### config.mk
export PLATFORM = sky130hd
export DESIGN_NAME = array_set_table
export DESIGN_NICKNAME = d
export VERILOG_FILES = /design/src/rtl/ast_pkg.sv /design/src/rtl/ast_cell.sv /design/src/rtl/array_set_table.sv
export SDC_FILE = /design/constraint.sdc
export NUM_CORES = 1
export LEC_CHECK = 0
export BUFFER_PORTS_ARGS = -buffer_cell sky130_fd_sc_hd__buf_2
export CELL_PAD_IN_SITES_DETAIL_PLACEMENT = 0
export CELL_PAD_IN_SITES_GLOBAL_PLACEMENT = 1
export CORE_ASPECT_RATIO = 1.25
export CORE_MARGIN = 4
export CORE_UTILIZATION = 40
export CTS_CLUSTER_SIZE = 40
export DETAILED_ROUTE_END_ITERATION = 10
export GPL_ROUTABILITY_DRIVEN = 1
export HOLD_SLACK_MARGIN = 0.12
export PLACE_DENSITY = 0.63
export SLEW_MARGIN = 20
export SYNTH_ARGS = -nofsm -noshare
export SYNTH_HDL_FRONTEND = slang
export SYNTH_SLANG_ARGS = --single-unit
### constraint.sdc
create_clock -name i_clk -period 7.03 [get_ports i_clk]
set_input_delay 1.406 -clock i_clk [delete_from_list [all_inputs] [get_ports i_clk]]
set_output_delay 1.406 -clock i_clk [all_outputs]
set_load 0.05 [all_outputs]
### src/rtl/ast_pkg.sv
`default_nettype none

package ast_pkg;

    // Field widths of the stream payloads (fixed by the item layout).
    localparam int ACTION_W   = 2;
    localparam int IN_VALUE_W = 32;
    localparam int INDEX_W    = 4;
    localparam int COUNT_W    = 5;
    localparam int READ_W     = 32;

    // Slave tdata: action, value, index, padded to whole bytes.
    localparam int S_FIELDS_W = ACTION_W + IN_VALUE_W + INDEX_W;
    localparam int S_TDATA_W  = ((S_FIELDS_W + 7) / 8) * 8;

    // Master tdata: found, count, read_value, rejected, padded to whole bytes.
    localparam int M_FIELDS_W = 1 + COUNT_W + READ_W + 1;
    localparam int M_TDATA_W  = ((M_FIELDS_W + 7) / 8) * 8;

    typedef logic [ACTION_W-1:0] t_action;

    localparam t_action ACT_ADD    = 2'd0;
    localparam t_action ACT_REMOVE = 2'd1;
    localparam t_action ACT_QUERY  = 2'd2;
    localparam t_action ACT_READ   = 2'd3;

    // Per-cell control from the sequencer.
    typedef struct packed {
        logic active;   // cell holds a live entry (position below the count)
        logic load;     // write the incoming value into this cell
        logic shift;    // remove commit: take neighbor's entry if at/after match
    } t_cell_ctl;

endpackage

`default_nettype wire

### src/rtl/ast_cell.sv
`default_nettype none

module ast_cell #(
    parameter int VALUE_WIDTH = 32
) (
    input  wire                     i_clk,
    input  ast_pkg::t_cell_ctl      i_ctl,
    input  wire  [VALUE_WIDTH-1:0]  i_value,
    input  wire  [VALUE_WIDTH-1:0]  i_next_entry,
    input  wire                     i_seen,
    output logic [VALUE_WIDTH-1:0]  o_entry,
    output logic                    o_seen
);
    import ast_pkg::*;

    logic [VALUE_WIDTH-1:0] r_entry;
    logic [VALUE_WIDTH-1:0] n_entry;
    logic                   w_match;

    // Match only against live entries; pass "seen" on to the next cell.
    assign w_match = i_ctl.active && (r_entry == i_value);
    assign o_seen  = i_seen || w_match;
    assign o_entry = r_entry;

    always_comb begin
        n_entry = r_entry;
        if (i_ctl.load) begin
            n_entry = i_value;
        end else if (i_ctl.shift && o_seen) begin
            n_entry = i_next_entry;
        end
    end

    always_ff @(posedge i_clk) begin
        r_entry <= n_entry;
    end

endmodule

`default_nettype wire

### src/rtl/array_set_table.sv
`default_nettype none

// Channel   Dir  tdata fields (lsb first)                         Bits
// s (in)    in   action[1:0] value[33:2] index[37:34] pad          40
// m (out)   out  found[0] count[5:1] read_value[37:6] rejected[38] 40
//
// Each item is accepted and captured; then, in the execute state, the row of
// cells compares, shifts or loads, or the indexed cell is read, and the
// result is registered. The match ripples through the cell row as a "seen"
// chain, which sets the path length of the execute step.
// Reset (synchronous, active low) empties the store; entry contents stay
// undefined until written. A stalled result holds in the output register;
// the next item is still accepted and waits in its execute cycle.

module array_set_table #(
    parameter int CAPACITY    = 16,
    parameter int VALUE_WIDTH = 32
) (
    input  wire                           i_clk,
    input  wire                           i_rst_n,
    input  wire                           i_s_tvalid,
    output logic                          o_s_tready,
    input  wire  [ast_pkg::S_TDATA_W-1:0] i_s_tdata,   // action, value, index
    output logic                          o_m_tvalid,
    input  wire                           i_m_tready,
    output logic [ast_pkg::M_TDATA_W-1:0] o_m_tdata    // found, count, read_value, rejected
);
    import ast_pkg::*;

    localparam int CW     = $clog2(CAPACITY + 1);      // count width
    localparam int RD_NUM = (CAPACITY < 16) ? CAPACITY : 16; // cells reachable by index

    localparam logic S_IDLE = 1'b0;
    localparam logic S_EXEC = 1'b1;

    // Sequencer state and captured item
    logic                   r_state, n_state;
    t_action                r_action;
    logic [VALUE_WIDTH-1:0] r_value;
    logic [INDEX_W-1:0]     r_index;
    logic [CW-1:0]          r_count, n_count;

    // Output register
    logic                   r_out_valid, n_out_valid;
    logic                   r_found;
    logic [COUNT_W-1:0]     r_out_count;
    logic [READ_W-1:0]      r_read;
    logic                   r_rejected;

    logic                   w_accept;
    logic                   w_commit;
    logic                   w_hit;
    logic                   w_full;
    logic                   w_add_new;
    logic                   w_del;
    logic                   w_rd_ok;
    logic [VALUE_WIDTH-1:0] w_rd_entry;
    logic [READ_W-1:0]      w_rd_out;
    logic                   w_found;
    logic [COUNT_W-1:0]     w_count_out;

    // Input field unpacking, value masked to the stored width
    logic [VALUE_WIDTH+IN_VALUE_W-1:0] w_in_ext;
    logic [VALUE_WIDTH+READ_W-1:0]     w_rd_ext;
    logic [CW+COUNT_W-1:0]             w_cnt_ext;
    logic [CW+INDEX_W-1:0]             w_idx_x;
    logic [CW+INDEX_W-1:0]             w_cnt_x;

    // Cell row
    logic [VALUE_WIDTH-1:0] w_entry [CAPACITY];
    logic [CAPACITY:0]      w_seen;
    t_cell_ctl              w_ctl   [CAPACITY];

    assign w_in_ext = {{VALUE_WIDTH{1'b0}}, i_s_tdata[ACTION_W +: IN_VALUE_W]};

    // Accept only when idle; the result register is parted from the input.
    assign o_s_tready = (r_state == S_IDLE);
    assign w_accept   = i_s_tvalid && o_s_tready;
    // Execute finishes once the result register can take the new beat.
    assign w_commit   = (r_state == S_EXEC) && (!r_out_valid || i_m_tready);

    assign w_seen[0] = 1'b0;
    assign w_hit     = w_seen[CAPACITY];
    assign w_full    = (r_count == CW'(CAPACITY));
    assign w_add_new = (r_action == ACT_ADD) && !w_hit && !w_full;
    assign w_del     = (r_action == ACT_REMOVE) && w_hit;

    genvar gi;
    generate
        for (gi = 0; gi < CAPACITY; gi++) begin : g_cell
            assign w_ctl[gi].active = (r_count > CW'(gi));
            assign w_ctl[gi].load   = w_commit && w_add_new && (r_count == CW'(gi));
            assign w_ctl[gi].shift  = w_commit && w_del;

            ast_cell #(
                .VALUE_WIDTH (VALUE_WIDTH)
            ) u_cell (
                .i_clk        (i_clk),
                .i_ctl        (w_ctl[gi]),
                .i_value      (r_value),
                // Last cell has no upper neighbor; its value past the count is dead.
                .i_next_entry (w_entry[(gi + 1 < CAPACITY) ? gi + 1 : gi]),
                .i_seen       (w_seen[gi]),
                .o_entry      (w_entry[gi]),
                .o_seen       (w_seen[gi+1])
            );
        end
    endgenerate

    // Read port: index compared against count, then a small mux over the
    // cells the index field can reach.
    assign w_idx_x = {{CW{1'b0}}, r_index};
    assign w_cnt_x = {{INDEX_W{1'b0}}, r_count};
    assign w_rd_ok = (r_action == ACT_READ) && (w_idx_x < w_cnt_x);

    always_comb begin
        w_rd_entry = '0;
        for (int i = 0; i < RD_NUM; i++) begin
            if (r_index == INDEX_W'(i)) begin
                w_rd_entry = w_entry[i];
            end
        end
    end

    assign w_rd_ext = {{READ_W{1'b0}}, w_rd_entry};
    assign w_rd_out = w_rd_ok ? w_rd_ext[READ_W-1:0] : '0;
    assign w_found  = (r_action == ACT_READ) ? w_rd_ok : w_hit;

    // Next count and its 5-bit view for the result
    always_comb begin
        n_count = r_count;
        if (w_commit && w_add_new) begin
            n_count = r_count + CW'(1);
        end else if (w_commit && w_del) begin
            n_count = r_count - CW'(1);
        end
    end

    assign w_cnt_ext   = {{COUNT_W{1'b0}}, n_count};
    assign w_count_out = w_cnt_ext[COUNT_W-1:0];

    always_comb begin
        n_state = r_state;
        case (r_state)
            S_IDLE:  if (w_accept) n_state = S_EXEC;
            S_EXEC:  if (w_commit) n_state = S_IDLE;
            default: n_state = S_IDLE;
        endcase
    end

    always_comb begin
        n_out_valid = r_out_valid;
        if (w_commit) begin
            n_out_valid = 1'b1;
        end else if (i_m_tready) begin
            n_out_valid = 1'b0;
        end
    end

    // Control state
    always_ff @(posedge i_clk) begin
        if (!i_rst_n) begin
            r_state     <= S_IDLE;
            r_count     <= '0;
            r_out_valid <= 1'b0;
        end else begin
            r_state     <= n_state;
            r_count     <= n_count;
            r_out_valid <= n_out_valid;
        end
    end

    // Capture the item on accept
    always_ff @(posedge i_clk) begin
        if (w_accept) begin
            r_action <= i_s_tdata[ACTION_W-1:0];
            r_value  <= w_in_ext[VALUE_WIDTH-1:0];
            r_index  <= i_s_tdata[ACTION_W+IN_VALUE_W +: INDEX_W];
        end
    end

    // Load the result beat; hold it while the sink stalls
    always_ff @(posedge i_clk) begin
        if (w_commit) begin
            r_found     <= w_found;
            r_out_count <= w_count_out;
            r_read      <= w_rd_out;
            r_rejected  <= (r_action == ACT_ADD) && !w_hit && w_full;
        end
    end

    assign o_m_tvalid = r_out_valid;
    assign o_m_tdata  = {{(M_TDATA_W - M_FIELDS_W){1'b0}},
                         r_rejected, r_read, r_out_count, r_found};

endmodule

`default_nettype wire

==> results of run 1 <==
worst max-delay path by stage:
stage / startpoint / end / slack [ns] / cells after the start
after floorplan: i_m_tready / g_cell[2].u_cell.o_entry[0] / 1.64 / 6
after global placement: r_count[0] / g_cell[12].u_cell.o_entry[15] / 1.50 / 10
after detailed placement: r_count[0] / g_cell[12].u_cell.o_entry[15] / 1.43 / 10
after CTS: r_count[0] / g_cell[12].u_cell.o_entry[9] / 1.40 / 10
after global routing: r_count[0] / g_cell[12].u_cell.o_entry[12] / 1.24 / 10
final: r_count[0] / g_cell[12].u_cell.o_entry[15] / 1.33 / 10
stage by stage:
step | setup slack, ns | std cells | utilization (%) | hold WS [ns] | cell area (um2)
floorplan | 1.64 | 2854 | - | 0.421 | 35900
global placement | 1.50 | 3959 | 42.0 | 0.494 | 37300
detailed placement | 1.43 | 3959 | 42.0 | 0.501 | 37300
CTS | 1.40 | 4084 | 44.4 | 0.509 | 39400
global route | 1.24 | 4084 | 44.4 | 0.568 | 39400
finish | 1.33 | 4084 | 44.4 | 0.505 | 39400
cell usage in the layout, fill, tap and decap left out, types with 66 or more instances in the layout:
master and count:
o21ai_0 88, nor2_1 77, nand2_1 101, buf_2 82, nor4_1 67, edfxtp_1 589
clkbuf_16 71, xor2_1 201, xnor2_1 314, a21oi_1 66, mux2_2 442, buf_4 113
nand4_1 109
power by group:
group          leakage (nW)  switching (mW)  internal (mW)
clock network          1.04            1.57           1.97
registers              5.40          0.0803           3.90
logic                  6.34           0.607          0.260
total                  12.8            2.26           6.13
sequential cells by signal, indices dropped and copies added (netlist names):
name and cells:
g_cell.u_cell.o_entry 512, o_m_tvalid 1, r_action 2, r_count 5, r_found 1, r_index 4
r_out_count 5, r_read 32, r_rejected 1, r_state 1, r_value 32
worst register-to-register path, delay by kind of cell (launching register included):
family          cells  cell delay [ns]
simple gates        5             2.08
compound gates      4             2.00
flops               1             0.71
fa+ha+maj           1             0.53
cell usage after synthesis (all sizes together), types with 30 or more instances:
cell / number / area, um2
a21oi: 66 / 330
nor2: 79 / 297
nand4: 111 / 716
nand2: 102 / 385
xnor2: 314 / 2750
a22oi: 50 / 375
edfxtp: 589 / 17700
clkbuf: 101 / 379
mux2: 509 / 5840
nand3: 30 / 200
xor2: 201 / 1760
o21ai: 94 / 470
nor4: 68 / 432
buf: 172 / 1250
cell type report:
class	instances	area (um2)	share of cell area, %
multi-input combinational	1962	16500	41.9
sequential	596	17800	45.3
tap	1178	1470	3.74
clock inverter	41	305	0.775
timing repair buffer	200	1360	3.45
inverter	23	86.3	0.219
clock buffer	84	1830	4.64
logic make-up (layout without fill, tap and decap cells):
logic type	after synthesis	after routing	synth area share (%)
AOI/OAI and AO/OA	413	413	7.98
xor gates and xnor gates	515	515	12.6
adders and majority gates	9	9	0.314
buffers and inverters	296	348	4.80
DFF	596	596	49.7
muxes	531	531	16.9
other	1	1	0.0105
and+or+nand+nor	493	493	7.66
routing by layer:
metal | GRT usage, % | routed length (um)
met5 | 0 | 0
met2 | 47.5 | 66100
met3 | 3.11 | 6960
met1 | 32.6 | 49400
met4 | 22.0 | 12800
==> flow_summary.toml, run 1 <==
[run_status]
status = "finished clean"

[global_routing]
antenna_found_initial = 0
grt.total_usage_pct = 28.2
overflow = 0
grt_pass1_wl_mm = 189
grt_pass1_vias = 24600
grt_max_degree = 42

[routing]
vias_per_cell = 5.99
dr.pass1.iters = 8
route.vias.total = 24500
drc = 0
drt-total-wl_mm = 135
ant_nets = 0
wl_per_cell_um = 33.1
first_iter_violations = 2286

[setup_path]
path_cells = "ha_1 > o21ba_1 > a31oi_1 > nor3_1 > nand4_1 > nand4_1 > a2111o_1 > nor3_4 > and3_2 > o21bai_4"
crit_path_end_kind = "register"
cp_top_family = "simple AND/OR/NAND/NOR gates"
start_kind = "register"
critical_path_buf_inv_count = 0
crit_required_ns = 7.28
reg2reg_depth = 10
r2r-start = "r_count[0]"
slowest_stage = "and3_2"
crit_top_cell = "nand4_1"
critPathArrivalTime_ns = 5.94
path_class = "reg2reg"
reg2reg_to = "g_cell[12].u_cell.o_entry[15]"
r2r_slack_ns = 1.33
cp_slowest_stage_delay_ns = 0.82
cp_max_fo = 32

[floorplan]
fp.dieH_um = 343
die_area_um2 = 94500
die_width_um = 276
initial_utilization_pct = 40.4
design.core.area_um2 = 88700
num_rows = 122
io_pins = 86

[worst_hold_path]
hold_depth = 2
min_to = "o_m_tvalid"
hold_path.startpoint = "o_m_tvalid"
min_path_type = "reg2reg"

[synth]
synth_edf_count = 589
yosysUniqueCellTypes = 84
synth_seq_area_share_pct = 49.7
synthFlopType = "edfxtp_1"
synth-seq-cells = 596
syn-num-nets = 2907
async_flop_share_pct = 0
syn-cell-area_um2 = 35900
syn_inst = 2854
syn_area_per_cell_um2 = 12.6
ys_warn_count = 0

[pwr]
total_power_mw = 8.39
vdd_ir_drop_max_mv = 0.224
p_leak_nw = 12.8
p_per_area_nw_per_um2 = 213

[cells_and_area]
fin_nets = 2905
drive_gt1_share_pct = 28.3
areaGrowthSynthToFinish_pct = 9.83
num_antenna_cells = 0
nFillCells = 8142

[run]
maxCapViolCount = 0

[timing]
setup_violations = 0
finalSetupTns_ns = 0
slew_violations = 0
relSlewSlack_pct = 23.8
hold_viol = 0
post-route-period-util_pct = 81.0
timing.fmax_mhz = 176
period_minus_slack_ns = 5.70
rsz0062_at_grt = "no"
worstMarginPinSlew_ns = 1.14
clock_skew_ns = 0.0336

[clocking]
cts_inserted_buffers = 69
tritoncts = "done"
ctsHoldBuffers = 0
clock-sinks = 596
clock_latency_ns = 0.64
clk_pin_slew_ns = 0.06
cts_resized = 0
cts_htree_levels = 3
cts_root_buf = "clkbuf_16"
cts_setup_buffers = 0
cts.path.max_buffers = 3

[placed_design]
dp_hpwl_mm = 102
gp_congestion = 1.03
io_buffers = 82
Note: power is estimated with default switching activity, not from simulation.
==> inputs of run 2 (changes only) <==
PLACE_DENSITY = 0.66   (was 0.63)
clock period = 5.2 ns   (was 7.03 ns; I/O delays follow)
==> run 2 against run 1 <==
Combinational power is 40% higher. Global-route usage fell by 1.0 points. Clock skew increased by 0.0079 ns. Fmax up 15%. Clock power grew 39%. Wire length fell by 3.6%. Via count is 1.2% higher. Critical path depth rose by 1. Cell count up 1.9%. Worst setup slack worse by 1.1 ns. Sequential power up 35%. Die area unchanged. Critical endpoint is now g_cell[3].u_cell.o_entry[16]. Highest routed layer unchanged.
==> flow_summary.toml, run 2 (same netlist as run 1, synthesis figures left out) <==
[run_status]
status = "finished clean"

[routing]
wl_per_cell_um = 31.3
route.vias.total = 24800
first_iter_violations = 2526
vias_per_cell = 5.95
drc = 0
dr.pass1.iters = 7
drt-total-wl_mm = 130
ant_nets = 0

[floorplan]
initial_utilization_pct = 40.4
design.core.area_um2 = 88700
num_rows = 122
die_area_um2 = 94500
io_pins = 86
fp.dieH_um = 343
die_width_um = 276

[pwr]
intPower_mw = 8.52
swShare_pct = 25.9
p_leak_nw = 13.3
total_power_mw = 11.5
p_clk_share_pct = 42.9
p_seq_share_pct = 46.6
p_per_area_nw_per_um2 = 284
combPwrFrac_pct = 10.6
vdd_ir_drop_max_mv = 0.259
power.net_switching_mw = 2.98

[timing]
finalHoldWorstSlack_ns = 0.528
relSlewSlack_pct = 23.8
slew_violations = 0
rsz0062_at_grt = "no"
clock_skew_ns = 0.0415
hold_viol = 0
finalSetupTns_ns = 0
period_minus_slack_ns = 4.95
timing.fmax_mhz = 202
worstMarginPinSlew_ns = 1.13
post-route-period-util_pct = 95.3
setup_violations = 0

[cells_and_area]
layout_common_cells = "589 x edfxtp_1, 442 x mux2_2, 314 x xnor2_1, 201 x xor2_1, 157 x buf_4"
drive_gt1_share_pct = 29.7
fin_nets = 2980
largest_reg_flops = 512
areaGrowthSynthToFinish_pct = 12.7
num_antenna_cells = 0
layout_commonest_cell = "edfxtp_1"

[clocking]
ctsHoldBuffers = 0
cts_resized = 0
clock_latency_ns = 0.64
cts.path.max_buffers = 3
cts_htree_levels = 3
clk_pin_slew_ns = 0.06
clock-sinks = 596
cts_root_buf = "clkbuf_16"
cts_setup_buffers = 0
cts_inserted_buffers = 70
tritoncts = "done"

[global_routing]
grt_max_degree = 41
grt.total_usage_pct = 27.2
grt_pass1_wl_mm = 184
antenna_found_initial = 3
grt_pass1_vias = 25300
overflow = 0

[placed_design]
dp_hpwl_mm = 100
gp_congestion = 1.00
io_buffers = 82

[setup_path]
start_kind = "register"
path_class = "reg2reg"
crit_required_ns = 5.56
critPathArrivalTime_ns = 5.31
cp_max_fo = 28
crit_path_end_kind = "register"

[run]
maxCapViolCount = 0

[worst_hold_path]
min_path_type = "reg2reg"
-- run 2: cell types whose count changed in the layout (fill, tap and decap cells not counted), moves of 2 or more --
cell       previous run  this run
buf_12                5        35
clkinv_2             13         6
clkinv_1             13        15
clkbuf_16            71        74
clkbuf_1             13        23
clkinv_4              2         0
inv_6                 7         2
bufinv_16             3         5
buf_4               113       157
-- run 2: metrics by stage --
stage	utilization, %	setup WS [ns]	cell area [um2]	cells
floorplan	-	0.125	35900	2854
global placement	43.0	0.384	38200	4032
detailed placement	43.1	0.336	38200	4033
CTS	45.6	0.333	40400	4161
global route	45.6	0.0986	40400	4161
finish	45.6	0.246	40400	4161
-- run 2: layout make-up --
cell class              count  area [um2]
clock inverters            31         285
well taps                1178        1470
clock buffers              97        1940
flip-flops and latches    596       17800
inverters                  23        86.3
repair buffers            274        2290
multi-input cells        1962       16500
fillers                  8008       48300
-- run 2: layer usage --
| layer | vias to the layer above | track usage (%) | wire length, um | share of wire (%) |
|---|---|---|---|---|
| met4 | 0 | 22.0 | 12600 | 9.7 |
| li1 | 10900 | - | - | - |
| met2 | 1029 | 45.6 | 63400 | 49 |
| met1 | 12400 | 31.3 | 48300 | 37 |
| met3 | 354 | 2.92 | 6030 | 4.6 |
| met5 | - | 0 | 0 | 0 |
-- run 2: power groups by stage --
stage	registers [mW]	logic (mW)	clock network (mW)
after floorplan	5.45	0.689	0
after global placement	5.45	1.19	0
after detailed placement	5.45	1.19	0
after CTS	5.35	1.20	5.01
after global routing	5.36	1.25	5.18
final	5.36	1.21	4.93
-- run 2: worst max-delay path, stage by stage, from the launching register on --
cell and delay (ns):
edfxtp_1 0.88, buf_4 0.29, xnor2_1 0.08, nand4_1 0.17, nor4_1 0.08, nand4_1 0.18
nand3_1 0.18, or3_1 0.63, nor3_4 0.87, and3_2 0.44, buf_4 0.42, mux2_2 0.39
-- run 2: worst paths after layout --
path	startpoint	slack [ns]	endpoint	cells past startpoint
max	r_value[21]	0.25	g_cell[3].u_cell.o_entry[16]	11
min	r_count[0]	0.53	r_count[0]	2
max reg2reg	r_value[21]	0.25	g_cell[3].u_cell.o_entry[16]	11
min reg2reg	r_count[0]	0.53	r_count[0]	2
